$ cat src/hw/rtl/iipe_pkg.sv
// Shared types, codes and constants for the inline image payload extractor.
package iipe_pkg;

    localparam int DIM_BITS_DEF   = 16;
    localparam int COUNT_BITS_DEF = 40;

    localparam int CFG_IDX_W = 3;
    localparam int RES_MAX   = 3;

    localparam logic [CFG_IDX_W-1:0] CFG_FILTERED   = 3'd0;
    localparam logic [CFG_IDX_W-1:0] CFG_IMAGE_MASK = 3'd1;
    localparam logic [CFG_IDX_W-1:0] CFG_COMPONENTS = 3'd2;
    localparam logic [CFG_IDX_W-1:0] CFG_BPC        = 3'd3;
    localparam logic [CFG_IDX_W-1:0] CFG_WIDTH      = 3'd4;
    localparam logic [CFG_IDX_W-1:0] CFG_HEIGHT     = 3'd5;

    localparam logic [5:0] BPC_RESET = 6'd8;

    localparam logic [7:0] CH_E = 8'h45;
    localparam logic [7:0] CH_I = 8'h49;

    typedef enum logic [1:0] {
        K_PAYLOAD = 2'd0,
        K_END     = 2'd1,
        K_BACK    = 2'd2
    } kind_t;

    typedef enum logic [1:0] {
        PH_IDLE    = 2'd0,
        PH_BODY    = 2'd1,
        PH_TRAIL   = 2'd2,
        PH_AFTER_E = 2'd3
    } phase_t;

    typedef enum logic [2:0] {
        ST_WAIT     = 3'd0,
        ST_EMIT     = 3'd1,
        ST_LEN_MUL  = 3'd2,
        ST_LEN_ACC  = 3'd3,
        ST_LEN_LOAD = 3'd4
    } ctrl_state_t;

    typedef struct packed {
        logic step;
        logic pop;
        logic len_mul;
        logic len_acc;
        logic len_load;
    } cmd_t;

    typedef struct packed {
        logic has_out;
        logic need_len;
        logic last;
        logic len_pend;
        logic acc_done;
    } sts_t;

    function automatic logic is_space(input logic [7:0] c);
        return c inside {8'd0, 8'd9, 8'd10, 8'd12, 8'd13, 8'd32};
    endfunction

endpackage

$ cat src/hw/rtl/iipe_datapath.sv
// Datapath: configuration, image state, result buffer and length multiplier.
module iipe_datapath #(
    parameter int DIM_BITS   = iipe_pkg::DIM_BITS_DEF,
    parameter int COUNT_BITS = iipe_pkg::COUNT_BITS_DEF
) (
    input  logic                           clk,
    input  logic                           rst_n,
    input  logic                           cfg_we,
    input  logic [iipe_pkg::CFG_IDX_W-1:0] cfg_index,
    input  logic [DIM_BITS-1:0]            cfg_wdata,
    input  logic [7:0]                     data_byte,
    input  logic                           end_of_stream,
    input  logic                           begin_req,
    input  iipe_pkg::cmd_t                 cmd,
    output iipe_pkg::sts_t                 sts,
    output logic [7:0]                     out_byte,
    output logic [1:0]                     kind,
    output logic                           last_of_run
);
    import iipe_pkg::*;

    localparam int CB_W  = 8;
    localparam int PR_W  = DIM_BITS + CB_W;
    localparam int ROW_W = DIM_BITS + 5;
    localparam int PW    = 2 * DIM_BITS + 5;
    localparam int MW    = (PW > COUNT_BITS) ? PW : COUNT_BITS;
    localparam int BIT_W = (DIM_BITS > 1) ? $clog2(DIM_BITS) : 1;
    localparam logic [BIT_W-1:0] BIT_TOP = BIT_W'(DIM_BITS - 1);
    localparam logic [MW-1:0] CMAX = MW'({COUNT_BITS{1'b1}});

    localparam logic [1:0] HELD_NONE = 2'd0;
    localparam logic [1:0] HELD_E    = 2'd1;
    localparam logic [1:0] HELD_EI   = 2'd2;

    // configuration
    logic                filtered_reg;
    logic                image_mask_reg;
    logic [2:0]          color_components_reg;
    logic [5:0]          sample_bits_reg;
    logic [DIM_BITS-1:0] image_width_reg;
    logic [DIM_BITS-1:0] image_height_reg;

    // image state
    phase_t              phase_reg, phase_next;
    logic [COUNT_BITS-1:0] rem_reg, rem_next;
    logic                scan_reg, scan_next;
    logic                prev_reg, prev_next;
    logic [1:0]          held_reg, held_next;

    // result buffer
    logic [7:0]          res_byte_reg [0:RES_MAX-1];
    kind_t               res_kind_reg [0:RES_MAX-1];
    logic [1:0]          res_cnt_reg;
    logic [1:0]          res_idx_reg;
    logic                len_pend_reg;

    // length unit
    logic [DIM_BITS-1:0] w_s_reg;
    logic [DIM_BITS-1:0] h_s_reg;
    logic [CB_W-1:0]     cb_reg;
    logic [ROW_W-1:0]    row_reg;
    logic [MW-1:0]       acc_reg;
    logic [BIT_W-1:0]    bit_reg;

    // step logic
    logic [7:0]          rb [0:RES_MAX-1];
    kind_t               rk [0:RES_MAX-1];
    logic [1:0]          n;
    logic                known;
    logic                need_len;
    logic [2:0]          comp_e;
    logic [5:0]          bpc_e;
    logic [CB_W-1:0]     cb_e;
    logic [PR_W-1:0]     prod;
    logic [MW-1:0]       addend;

    always_comb
    begin
        comp_e = color_components_reg;
        bpc_e  = sample_bits_reg;
        known  = 1'b1;
        if (filtered_reg)
        begin
            known = 1'b0;
        end
        else if (image_mask_reg)
        begin
            comp_e = 3'd1;
            bpc_e  = 6'd1;
        end
        else if (!(color_components_reg inside {3'd1, 3'd3, 3'd4}))
        begin
            known = 1'b0;
        end
        if (image_width_reg == '0 || image_height_reg == '0 || bpc_e == '0)
        begin
            known = 1'b0;
        end
        cb_e = CB_W'(comp_e) * CB_W'(bpc_e);
    end

    always_comb
    begin
        for (int i = 0; i < RES_MAX; i++)
        begin
            rb[i] = '0;
            rk[i] = K_PAYLOAD;
        end
        n          = '0;
        phase_next = phase_reg;
        rem_next   = rem_reg;
        scan_next  = scan_reg;
        prev_next  = prev_reg;
        held_next  = held_reg;
        need_len   = 1'b0;

        if (begin_req)
        begin
            if (phase_reg != PH_IDLE)
            begin
                rb[n] = '0; rk[n] = K_END; n = n + 2'd1;
            end
            held_next  = HELD_NONE;
            prev_next  = 1'b1;
            rem_next   = '0;
            scan_next  = !known;
            phase_next = PH_BODY;
            if (end_of_stream)
            begin
                rb[n] = '0; rk[n] = K_END; n = n + 2'd1;
                phase_next = PH_IDLE;
            end
            else
            begin
                need_len = known;
            end
        end
        else if (phase_reg == PH_IDLE)
        begin
            if (!end_of_stream)
            begin
                rb[n] = data_byte; rk[n] = K_BACK; n = n + 2'd1;
            end
        end
        else if (phase_reg == PH_BODY && !scan_reg)
        begin
            if (end_of_stream)
            begin
                rb[n] = '0; rk[n] = K_END; n = n + 2'd1;
                phase_next = PH_IDLE; held_next = HELD_NONE; rem_next = '0;
            end
            else
            begin
                rb[n] = data_byte; rk[n] = K_PAYLOAD; n = n + 2'd1;
                rem_next = rem_reg - COUNT_BITS'(rem_reg != '0);
                if (rem_next == '0)
                begin
                    phase_next = PH_TRAIL;
                end
            end
        end
        else if (phase_reg == PH_TRAIL)
        begin
            if (end_of_stream)
            begin
                rb[n] = '0; rk[n] = K_END; n = n + 2'd1;
                phase_next = PH_IDLE; held_next = HELD_NONE; rem_next = '0;
            end
            else if (data_byte == CH_E)
            begin
                phase_next = PH_AFTER_E;
            end
            else if (!is_space(data_byte))
            begin
                rb[n] = '0; rk[n] = K_END; n = n + 2'd1;
                phase_next = PH_IDLE; held_next = HELD_NONE; rem_next = '0;
                rb[n] = data_byte; rk[n] = K_BACK; n = n + 2'd1;
            end
        end
        else if (phase_reg == PH_AFTER_E)
        begin
            rb[n] = '0; rk[n] = K_END; n = n + 2'd1;
            phase_next = PH_IDLE; held_next = HELD_NONE; rem_next = '0;
            if (!end_of_stream && data_byte != CH_I)
            begin
                rb[n] = data_byte; rk[n] = K_BACK; n = n + 2'd1;
            end
        end
        else
        begin
            // terminator scan
            if (end_of_stream)
            begin
                if (held_reg == HELD_E)
                begin
                    rb[n] = CH_E; rk[n] = K_PAYLOAD; n = n + 2'd1;
                end
                rb[n] = '0; rk[n] = K_END; n = n + 2'd1;
                phase_next = PH_IDLE; held_next = HELD_NONE; rem_next = '0;
            end
            else if (held_reg == HELD_E && data_byte == CH_I)
            begin
                held_next = HELD_EI;
            end
            else if (held_reg == HELD_EI && is_space(data_byte))
            begin
                rb[n] = '0; rk[n] = K_END; n = n + 2'd1;
                phase_next = PH_IDLE; held_next = HELD_NONE; rem_next = '0;
                rb[n] = data_byte; rk[n] = K_BACK; n = n + 2'd1;
            end
            else
            begin
                if (held_reg != HELD_NONE)
                begin
                    rb[n] = CH_E; rk[n] = K_PAYLOAD; n = n + 2'd1;
                    prev_next = 1'b0;
                    held_next = HELD_NONE;
                end
                if (held_reg == HELD_EI)
                begin
                    rb[n] = CH_I; rk[n] = K_PAYLOAD; n = n + 2'd1;
                end
                if (data_byte == CH_E && prev_next)
                begin
                    held_next = HELD_E;
                end
                else
                begin
                    rb[n] = data_byte; rk[n] = K_PAYLOAD; n = n + 2'd1;
                    prev_next = is_space(data_byte);
                end
            end
        end
    end

    assign prod   = PR_W'(w_s_reg) * PR_W'(cb_reg);
    assign addend = h_s_reg[bit_reg] ? MW'(row_reg) : '0;

    always_ff @(posedge clk or negedge rst_n)
    begin
        if (!rst_n)
        begin
            filtered_reg         <= 1'b0;
            image_mask_reg       <= 1'b0;
            color_components_reg <= '0;
            sample_bits_reg      <= BPC_RESET;
            image_width_reg      <= '0;
            image_height_reg     <= '0;
        end
        else if (cfg_we)
        begin
            case (cfg_index)
                CFG_FILTERED:   filtered_reg         <= cfg_wdata[0];
                CFG_IMAGE_MASK: image_mask_reg       <= cfg_wdata[0];
                CFG_COMPONENTS: color_components_reg <= cfg_wdata[2:0];
                CFG_BPC:        sample_bits_reg      <= cfg_wdata[5:0];
                CFG_WIDTH:      image_width_reg      <= cfg_wdata;
                CFG_HEIGHT:     image_height_reg     <= cfg_wdata;
                default:        ;
            endcase
        end
    end

    always_ff @(posedge clk or negedge rst_n)
    begin
        if (!rst_n)
        begin
            phase_reg    <= PH_IDLE;
            rem_reg      <= '0;
            scan_reg     <= 1'b0;
            prev_reg     <= 1'b1;
            held_reg     <= HELD_NONE;
            res_cnt_reg  <= '0;
            res_idx_reg  <= '0;
            len_pend_reg <= 1'b0;
            bit_reg      <= '0;
        end
        else
        begin
            if (cmd.step)
            begin
                phase_reg    <= phase_next;
                rem_reg      <= rem_next;
                scan_reg     <= scan_next;
                prev_reg     <= prev_next;
                held_reg     <= held_next;
                res_cnt_reg  <= n;
                res_idx_reg  <= '0;
                len_pend_reg <= need_len;
            end
            else if (cmd.pop)
            begin
                res_idx_reg <= res_idx_reg + 2'd1;
            end
            if (cmd.len_mul)
            begin
                bit_reg <= BIT_TOP;
            end
            else if (cmd.len_acc)
            begin
                bit_reg <= bit_reg - BIT_W'(1);
            end
            if (cmd.len_load)
            begin
                rem_reg <= (acc_reg > CMAX) ? CMAX[COUNT_BITS-1:0] : acc_reg[COUNT_BITS-1:0];
            end
        end
    end

    always_ff @(posedge clk)
    begin
        if (cmd.step)
        begin
            for (int i = 0; i < RES_MAX; i++)
            begin
                res_byte_reg[i] <= rb[i];
                res_kind_reg[i] <= rk[i];
            end
            if (begin_req)
            begin
                w_s_reg <= image_width_reg;
                h_s_reg <= image_height_reg;
                cb_reg  <= cb_e;
            end
        end
        if (cmd.len_mul)
        begin
            row_reg <= ROW_W'((prod + PR_W'(7)) >> 3);
            acc_reg <= '0;
        end
        else if (cmd.len_acc)
        begin
            acc_reg <= {acc_reg[MW-2:0], 1'b0} + addend;
        end
    end

    always_comb
    begin
        sts.has_out  = (n != '0);
        sts.need_len = need_len;
        sts.last     = (res_idx_reg == res_cnt_reg - 2'd1);
        sts.len_pend = len_pend_reg;
        sts.acc_done = (bit_reg == '0);
    end

    assign out_byte    = res_byte_reg[res_idx_reg];
    assign kind        = res_kind_reg[res_idx_reg];
    assign last_of_run = sts.last;

endmodule

$ cat src/hw/rtl/iipe_ctrl.sv
// Controller: sequences byte intake, result delivery and the length computation.
module iipe_ctrl (
    input  logic           clk,
    input  logic           rst_n,
    input  logic           data_valid,
    output logic           data_stall,
    output logic           result_valid,
    input  logic           result_stall,
    input  iipe_pkg::sts_t sts,
    output iipe_pkg::cmd_t cmd
);
    import iipe_pkg::*;

    ctrl_state_t state_reg, state_next;

    always_ff @(posedge clk or negedge rst_n)
    begin
        if (!rst_n)
        begin
            state_reg <= ST_WAIT;
        end
        else
        begin
            state_reg <= state_next;
        end
    end

    always_comb
    begin
        state_next   = state_reg;
        cmd          = '0;
        data_stall   = 1'b1;
        result_valid = 1'b0;
        case (state_reg)
            ST_WAIT:
            begin
                data_stall = 1'b0;
                if (data_valid)
                begin
                    cmd.step = 1'b1;
                    if (sts.has_out)
                    begin
                        state_next = ST_EMIT;
                    end
                    else if (sts.need_len)
                    begin
                        state_next = ST_LEN_MUL;
                    end
                end
            end
            ST_EMIT:
            begin
                result_valid = 1'b1;
                if (!result_stall)
                begin
                    cmd.pop = 1'b1;
                    if (sts.last)
                    begin
                        state_next = sts.len_pend ? ST_LEN_MUL : ST_WAIT;
                    end
                end
            end
            ST_LEN_MUL:
            begin
                cmd.len_mul = 1'b1;
                state_next  = ST_LEN_ACC;
            end
            ST_LEN_ACC:
            begin
                cmd.len_acc = 1'b1;
                if (sts.acc_done)
                begin
                    state_next = ST_LEN_LOAD;
                end
            end
            ST_LEN_LOAD:
            begin
                cmd.len_load = 1'b1;
                state_next   = ST_WAIT;
            end
            default:
            begin
                state_next = ST_WAIT;
            end
        endcase
    end

endmodule

$ cat src/hw/rtl/inline_image_payload_extractor.sv
// Top level: inline image payload extractor, controller plus datapath.
// A byte transaction is taken while the controller waits; its 0 to 3 results follow one per cycle
// while result_stall is low, the first in the cycle after the byte is taken.
// A begin byte with a fixed payload length then stalls input for the length steps:
// width*components*bpc, a shift-add over the height bits, then a load of the count.
// Reset: no image in progress, configuration at its defaults (sample depth 8).
module inline_image_payload_extractor #(
    parameter int DIM_BITS   = iipe_pkg::DIM_BITS_DEF,
    parameter int COUNT_BITS = iipe_pkg::COUNT_BITS_DEF
) (
    input  logic                           clk,
    input  logic                           rst_n,
    input  logic                           cfg_we,
    input  logic [iipe_pkg::CFG_IDX_W-1:0] cfg_index,
    input  logic [DIM_BITS-1:0]            cfg_wdata,
    input  logic                           data_valid,
    output logic                           data_stall,
    input  logic [7:0]                     data_byte,
    input  logic                           end_of_stream,
    input  logic                           begin_req,
    output logic                           result_valid,
    input  logic                           result_stall,
    output logic [7:0]                     out_byte,
    output logic [1:0]                     kind,
    output logic                           last_of_run
);
    import iipe_pkg::*;

    cmd_t cmd;
    sts_t sts;

    iipe_ctrl u_ctrl (
        .clk          (clk),
        .rst_n        (rst_n),
        .data_valid   (data_valid),
        .data_stall   (data_stall),
        .result_valid (result_valid),
        .result_stall (result_stall),
        .sts          (sts),
        .cmd          (cmd)
    );

    iipe_datapath #(
        .DIM_BITS   (DIM_BITS),
        .COUNT_BITS (COUNT_BITS)
    ) u_datapath (
        .clk           (clk),
        .rst_n         (rst_n),
        .cfg_we        (cfg_we),
        .cfg_index     (cfg_index),
        .cfg_wdata     (cfg_wdata),
        .data_byte     (data_byte),
        .end_of_stream (end_of_stream),
        .begin_req     (begin_req),
        .cmd           (cmd),
        .sts           (sts),
        .out_byte      (out_byte),
        .kind          (kind),
        .last_of_run   (last_of_run)
    );

endmodule
$ cat config.mk
export PLATFORM = sky130hd
export DESIGN_NAME = inline_image_payload_extractor
export DESIGN_NICKNAME = d
export VERILOG_FILES = /design/src/hw/rtl/iipe_pkg.sv /design/src/hw/rtl/iipe_datapath.sv /design/src/hw/rtl/iipe_ctrl.sv /design/src/hw/rtl/inline_image_payload_extractor.sv
export SDC_FILE = /design/constraint.sdc
export NUM_CORES = 1
export LEC_CHECK = 0
export BUFFER_PORTS_ARGS = -buffer_cell sky130_fd_sc_hd__buf_2
export CAP_MARGIN = 40
export CORE_ASPECT_RATIO = 0.6
export CORE_MARGIN = 2
export CORE_UTILIZATION = 41
export CTS_CLUSTER_SIZE = 10
export DETAILED_ROUTE_END_ITERATION = 8
export PLACE_DENSITY = 0.53
export SETUP_SLACK_MARGIN = 0.3
export SYNTH_ARGS = -nofsm -noshare
export SYNTH_HDL_FRONTEND = slang
export SYNTH_SLANG_ARGS = --single-unit
$ cat constraint.sdc
create_clock -name clk -period 8.6 [get_ports clk]
set_clock_uncertainty 0.15 [all_clocks]
set_input_delay 0.86 -clock clk [delete_from_list [all_inputs] [get_ports clk]]
set_output_delay 0.86 -clock clk [all_outputs]
set_load 0.005 [all_outputs]
==> results of run 1 <==
[logic make-up after synthesis]
group / count (synthesis) / synth area share [%]
buf+inv: 203 / 4.91
fa+ha+maj: 166 / 16.8
compound gates: 353 / 13.7
xor+xnor: 55 / 2.94
simple gates: 636 / 20.4
flops: 230 / 36.7
mux: 62 / 4.50
[synthesized netlist by cell type, types with 5 or more instances]
master	number
a31oi_1	20
ha_1	77
inv_1	118
nand2b_1	15
or2_2	7
a22oi_1	6
a32o_1	10
a32oi_1	10
fa_1	89
a211oi_1	6
mux2_2	43
o21ai_0	121
or4_1	9
o211ai_1	6
nand3_1	51
nand2_1	198
o31ai_1	10
nor4_1	35
nand4b_1	12
nor2_1	75
mux4_2	5
buf_1	6
a21oi_1	68
edfxtp_1	89
a21o_1	11
dfrtp_1	99
nand4_1	9
and2_1	105
dfxtp_1	40
nor3b_1	5
o311ai_0	11
nor4b_1	5
xor2_1	19
xnor2_1	36
nor3_1	47
o21a_1	23
o21bai_1	5
mux2i_1	14
nor2b_1	8
nand3b_1	8
and3_1	22
clkbuf_1	67
[through the flow]
step           cells  instance area (um2)  hold WS (ps)  util (%)
2_1_floorplan   1705                16400           284         -
3_5_place_dp    2215                17100           315      43.7
3_3_place_gp    2211                17100           307      43.5
5_1_grt         2266                17900           149      45.7
6_report        2267                17900           128      45.7
4_1_cts         2265                17900           129      45.7
[layer usage]
layer / share of wire (%) / vias to the layer above
li1: - / 6105
met1: 53 / 6410
met2: 37 / 421
met3: 8.1 / 45
met4: 1.4 / 0
met5: 0 / -
[path summary, 6_finish.rpt]
| check | startpoint | cells past startpoint | slack, ps | end |
|---|---|---|---|---|
| min in group clk | u_datapath.acc_reg[17]$_SDFFE_PP0P_ | 2 | 320 | u_datapath.rem_reg[17]$_DFFE_PN0P_ |
| setup reg to reg | u_datapath.cb_reg[7]$_DFFE_PP_ | 14 | 2830 | u_datapath.row_reg[20]$_DFFE_PP_ |
| setup / recovery | u_datapath.cb_reg[7]$_DFFE_PP_ | 14 | 2830 | u_datapath.row_reg[20]$_DFFE_PP_ |
| max in group asynchronous | rst_n | 3 | 7240 | u_datapath.prev_reg$_DFFE_PN1P_ |
| hold / removal | rst_n | 1 | 130 | u_datapath.image_height_reg[13]$_DFFE_PN0P_ |
| hold reg to reg | u_datapath.acc_reg[17]$_SDFFE_PP0P_ | 2 | 320 | u_datapath.rem_reg[17]$_DFFE_PN0P_ |
[cell type report]
type	instances	area, um2
antenna	2	5.00
clock buffer	47	761
clock inverter	3	30.0
fill	3742	21300
inverter	121	454
multi-input combinational	1272	9580
sequential	230	6000
tap	522	653
timing repair buffer	70	449
==> metrics, run 1 <==
most frequent cells in the layout=nand2_1 (198), o21ai_0 (121), inv_1 (118); Post-synth ARST share=43.9%; Starting DRT DRC Count=1131; Initial Util=between 40% and 50%; Distinct cells, synth=86; Layout area overhead=9.60%; Global Route Usage Sum=21.6%; Synth top area share=16.3%; CP max FO=16; CP most frequent cell=fa_1; crit path time final=between 5000 and 6000 ps; initial antenna violation count=3; Clock Path Buffers=3; DRC violations left=0; # clock sinks=230; Avg Synthesized Cell Area=9.60 um2; Startpoint Class=flip-flop; drt pass-1 iters=5; routing usage on met3=5.04%; Critical Path AT=approximately 5900 ps; Tcrit/Tclk final=67.1%; WP data required=just under 9000 ps; Least-Margin Pin Slew=811 ps; count of buffers from port buffering=46; CP top delay family=adder cells; clock root buffer master=clkbuf_16; total gr overflow=0; Crit Path Category=flip-flop to flip-flop; Core Area=~39000 um2; Num CTS Buffers=27; Post-DRT Antenna Nets=0; Syn Inst Count=~1700; Highest Clock Rate=173 MHz; most common cell after layout, fill and taps aside=nand2_1; top cells by area, synth=edfxtp_1 (16%), dfrtp_1 (15%), fa_1 (11%); count of final setup violators=0; layout cells sized above 1=10.6%; top_reg_cell synth=dfrtp_1; fin nets=1922; pre-CTS WS=2900 ps; met1 Track Usage GR=between 30 and 40%; Clock transition at path regs=60 ps; CP Buf/Inv Count=1; I/O pin count=47; gpl congestion=0.874; Die X-Extent=262 um; TNS Setup=0 ps; wirelength, routed=~45000 um; via count of the first global-routing pass=12202; hold_buf cts=0; Worst slew margin=45.9%; worst hold path class=primary input to asynchronous set/reset pin; later-pin clock latency in the skew report=approximately 570 ps; CTS tree=built; post-DR vias/cell=around 5.7; # Post-CTS Setup Buffers=0; Largest stage delay, worst path=700 ps; status=completed; HPWL after detailed placement=33300 um; drt wl/cell=19.7 um; Seq/Total Area, Yosys=36.7%; Slew Viols, Final=0; H-tree lvl count=1; register bit total from synthesis=230; final setup margin=2830 ps; Crit-path slowest cell=edfxtp_1; Final Hold Fails=0; RSZ-0062 raised after global routing=no; largest net degree at the start of global routing=61; dominant cell type by area after synthesis=edfxtp_1; Synth Net Count=1905; FP Rows=56; die area=around 42000 um2; global-route met2 utilization=about a quarter; first-pass GRT wire length=71100 um; Post-Synthesis Cell Area=16400 um2; most used routing layer=met1; Max-cap violations=0; Yosys warning count=0; number of synthesized flops with an enable pin=89; post_cts resized=0; crit path capture type=flip-flop; worst-path cell chain=nand2_1, fa_1, inv_1, fa_1, fa_1, fa_1, ha_1, a21oi_1, o21ai_0, nor4b_1, o21ai_0, a211o_1, a21oi_1, xnor2_1; Vias=roughly 13000; Die Height=159 um
Power of run 1 is left out: the tool's default activity adds up to more than one toggle a clock period on the data nets, which glitch-free logic cannot reach.
==> run 2, diff against run 1 <==
clock period = 5.86 ns   (was 8.6 ns; I/O delays follow)
==> run 2 against run 1 <==
Net effect:
- clock-buffer cell count is 3 higher
- maximum frequency is 9.3% higher
- sequential cell count did not move
- global-route usage up 0.27 points
- sequential share of layout area fell by 0.24 points
- non-clock buffer count up 12
- critical endpoint unchanged
- highest routed layer is now met5
==> metrics, run 2 (synthesized netlist as in run 1, its figures left out) <==
Highest Clock Rate=190 MHz (+9.3%); RSZ-0062 raised after global routing=no; crit path time final=5270 ps (-492 ps); Clock transition at path regs=60 ps (about the same); Worst slew margin=42.1% (-3.8 points); Crit Path Category=flip-flop to flip-flop; Largest stage delay, worst path=630 ps (-70 ps); Tcrit/Tclk final=90.0% (+23 points); Die X-Extent=262 um (unchanged); Layout area overhead=10.4%; count of final setup violators=0 (unchanged); worst hold path class=primary input to flip-flop; CP most frequent cell=fa_1; Slew Viols, Final=0 (unchanged); wirelength, routed=44900 um (+0.57%); FF-to-FF path depth=14 (unchanged); worst-path cell chain=and2_1, fa_1, fa_1, fa_1, fa_1, ha_1, a21oi_1, o21ai_0, nor4b_2, o21ai_0, buf_4, a211o_1, a21oi_1, xnor2_1; Initial Util=41.7% (unchanged); worst hold margin=125 ps (-2.94 ps); most frequent cells in the layout=nand2_1 (198), o21ai_0 (121), inv_1 (118); drt wl/cell=19.7 um (about the same); initial antenna violation count=5 (+2); CTS tree=built; Num CTS Buffers=28 (+3.7%); CP max FO=16 (unchanged); most common cell after layout, fill and taps aside=nand2_1; Hold Crit Depth=2; CP Depth=14 (unchanged); Least-Margin Pin Slew=868 ps (+57.4 ps); status=completed; first-pass GRT wire length=72100 um (+1.4%); Startpoint Class=flip-flop; WP data required=6030 ps (-2730 ps); largest net degree at the start of global routing=59 (-3.3%); fin nets=1935 (+0.68%); Core Area=39200 um2 (unchanged); gpl congestion=0.875 (about the same); # clock sinks=230 (unchanged); Global Route Usage Sum=21.9% (+0.27 points); total gr overflow=0 (unchanged); DRC violations left=0 (unchanged); Vias=12987 (+0.046%); I/O pin count=47 (unchanged); via count of the first global-routing pass=12278 (+0.62%); Clock Path Buffers=3 (unchanged); die area=41600 um2 (unchanged); layout cells sized above 1=11.3% (+0.71 points); post-DR vias/cell=5.69 (-0.57%); Crit-path slowest cell=edfxtp_1; TNS Setup=0 ps (unchanged); Max-cap violations=0 (unchanged); crit path capture type=flip-flop; CP top delay family=adder cells; later-pin clock latency in the skew report=570 ps (about the same); Die Height=159 um (unchanged); HPWL after detailed placement=33500 um (+0.40%); clock root buffer master=clkbuf_16; Starting DRT DRC Count=1417 (+25%); Critical Path AT=5440 ps (-480 ps); H-tree lvl count=1 (unchanged); Post-DRT Antenna Nets=0 (unchanged); FP Rows=56 (unchanged); CP Buf/Inv Count=1 (unchanged); drt pass-1 iters=5 (unchanged); Final Hold Fails=0 (unchanged); count of buffers from port buffering=46 (unchanged)
run 2: timing repair:
item / 4_1_cts / 5_1_grt
hold endpoints to repair: 42 / 0
hold buffers: 1 / 0
gates resized for setup: 0 / 1
endpoints found under the setup margin: 1 / 4
setup buffers: 2 / 6
run 2: metal layers:
layer | share of wire (%) | up-vias | track usage (%)
li1 | - | 6153 | -
met1 | 53 | 6342 | 37.7
met2 | 37 | 436 | 27.0
met3 | 7.5 | 52 | 4.55
met4 | 1.6 | 4 | 3.88
met5 | 0.060 | - | 0
run 2: per-stage QoR:
stage	utilization [%]	worst slack, ps	instances	area [um2]
after floorplan	-	889	1705	16400
after global placement	43.6	537	2217	17100
after detailed placement	43.6	337	2218	17100
after CTS	45.9	340	2273	18000
after global routing	46.0	288	2279	18100
final	46.0	586	2281	18100
run 2: path summary, 6_finish.rpt:
| kind | start | slack [ps] | to |
|---|---|---|---|
| hold / removal | cfg_wdata[15] | 120 | u_datapath.image_width_reg[15]$_DFFE_PN0P_ |
| min in group asynchronous | rst_n | 400 | u_datapath.image_mask_reg$_DFFE_PN0P_ |
| max in group asynchronous | rst_n | 3880 | u_ctrl.state_reg[0]$_DFFE_PN0P_ |
| setup / recovery | u_datapath.cb_reg[3]$_DFFE_PP_ | 590 | u_datapath.row_reg[20]$_DFFE_PP_ |
| setup reg to reg | u_datapath.cb_reg[3]$_DFFE_PP_ | 590 | u_datapath.row_reg[20]$_DFFE_PP_ |
| hold reg to reg | u_datapath.image_height_reg[7]$_DFFE_PN0P_ | 330 | u_datapath.h_s_reg[7]$_DFFE_PP_ |
run 2: worst register-to-register path, cell delays in order (launching register included):
cell,delay [ps]
edfxtp_1,630
and2_1,260
fa_1,520
fa_1,440
fa_1,520
fa_1,500
ha_1,370
a21oi_1,160
o21ai_0,210
nor4b_2,420
o21ai_0,150
buf_4,170
a211o_1,290
a21oi_1,180
xnor2_1,70
run 2: area by class of cell:
class,count,area (um2)
antenna,2,5.00
clock buffer,50,823
clock inverter,2,25.0
fill,3761,21200
inverter,121,454
multi-input combinational,1272,9580
sequential,230,6000
tap,522,653
timing repair buffer,82,522
Power of run 2 is left out for the same reason.
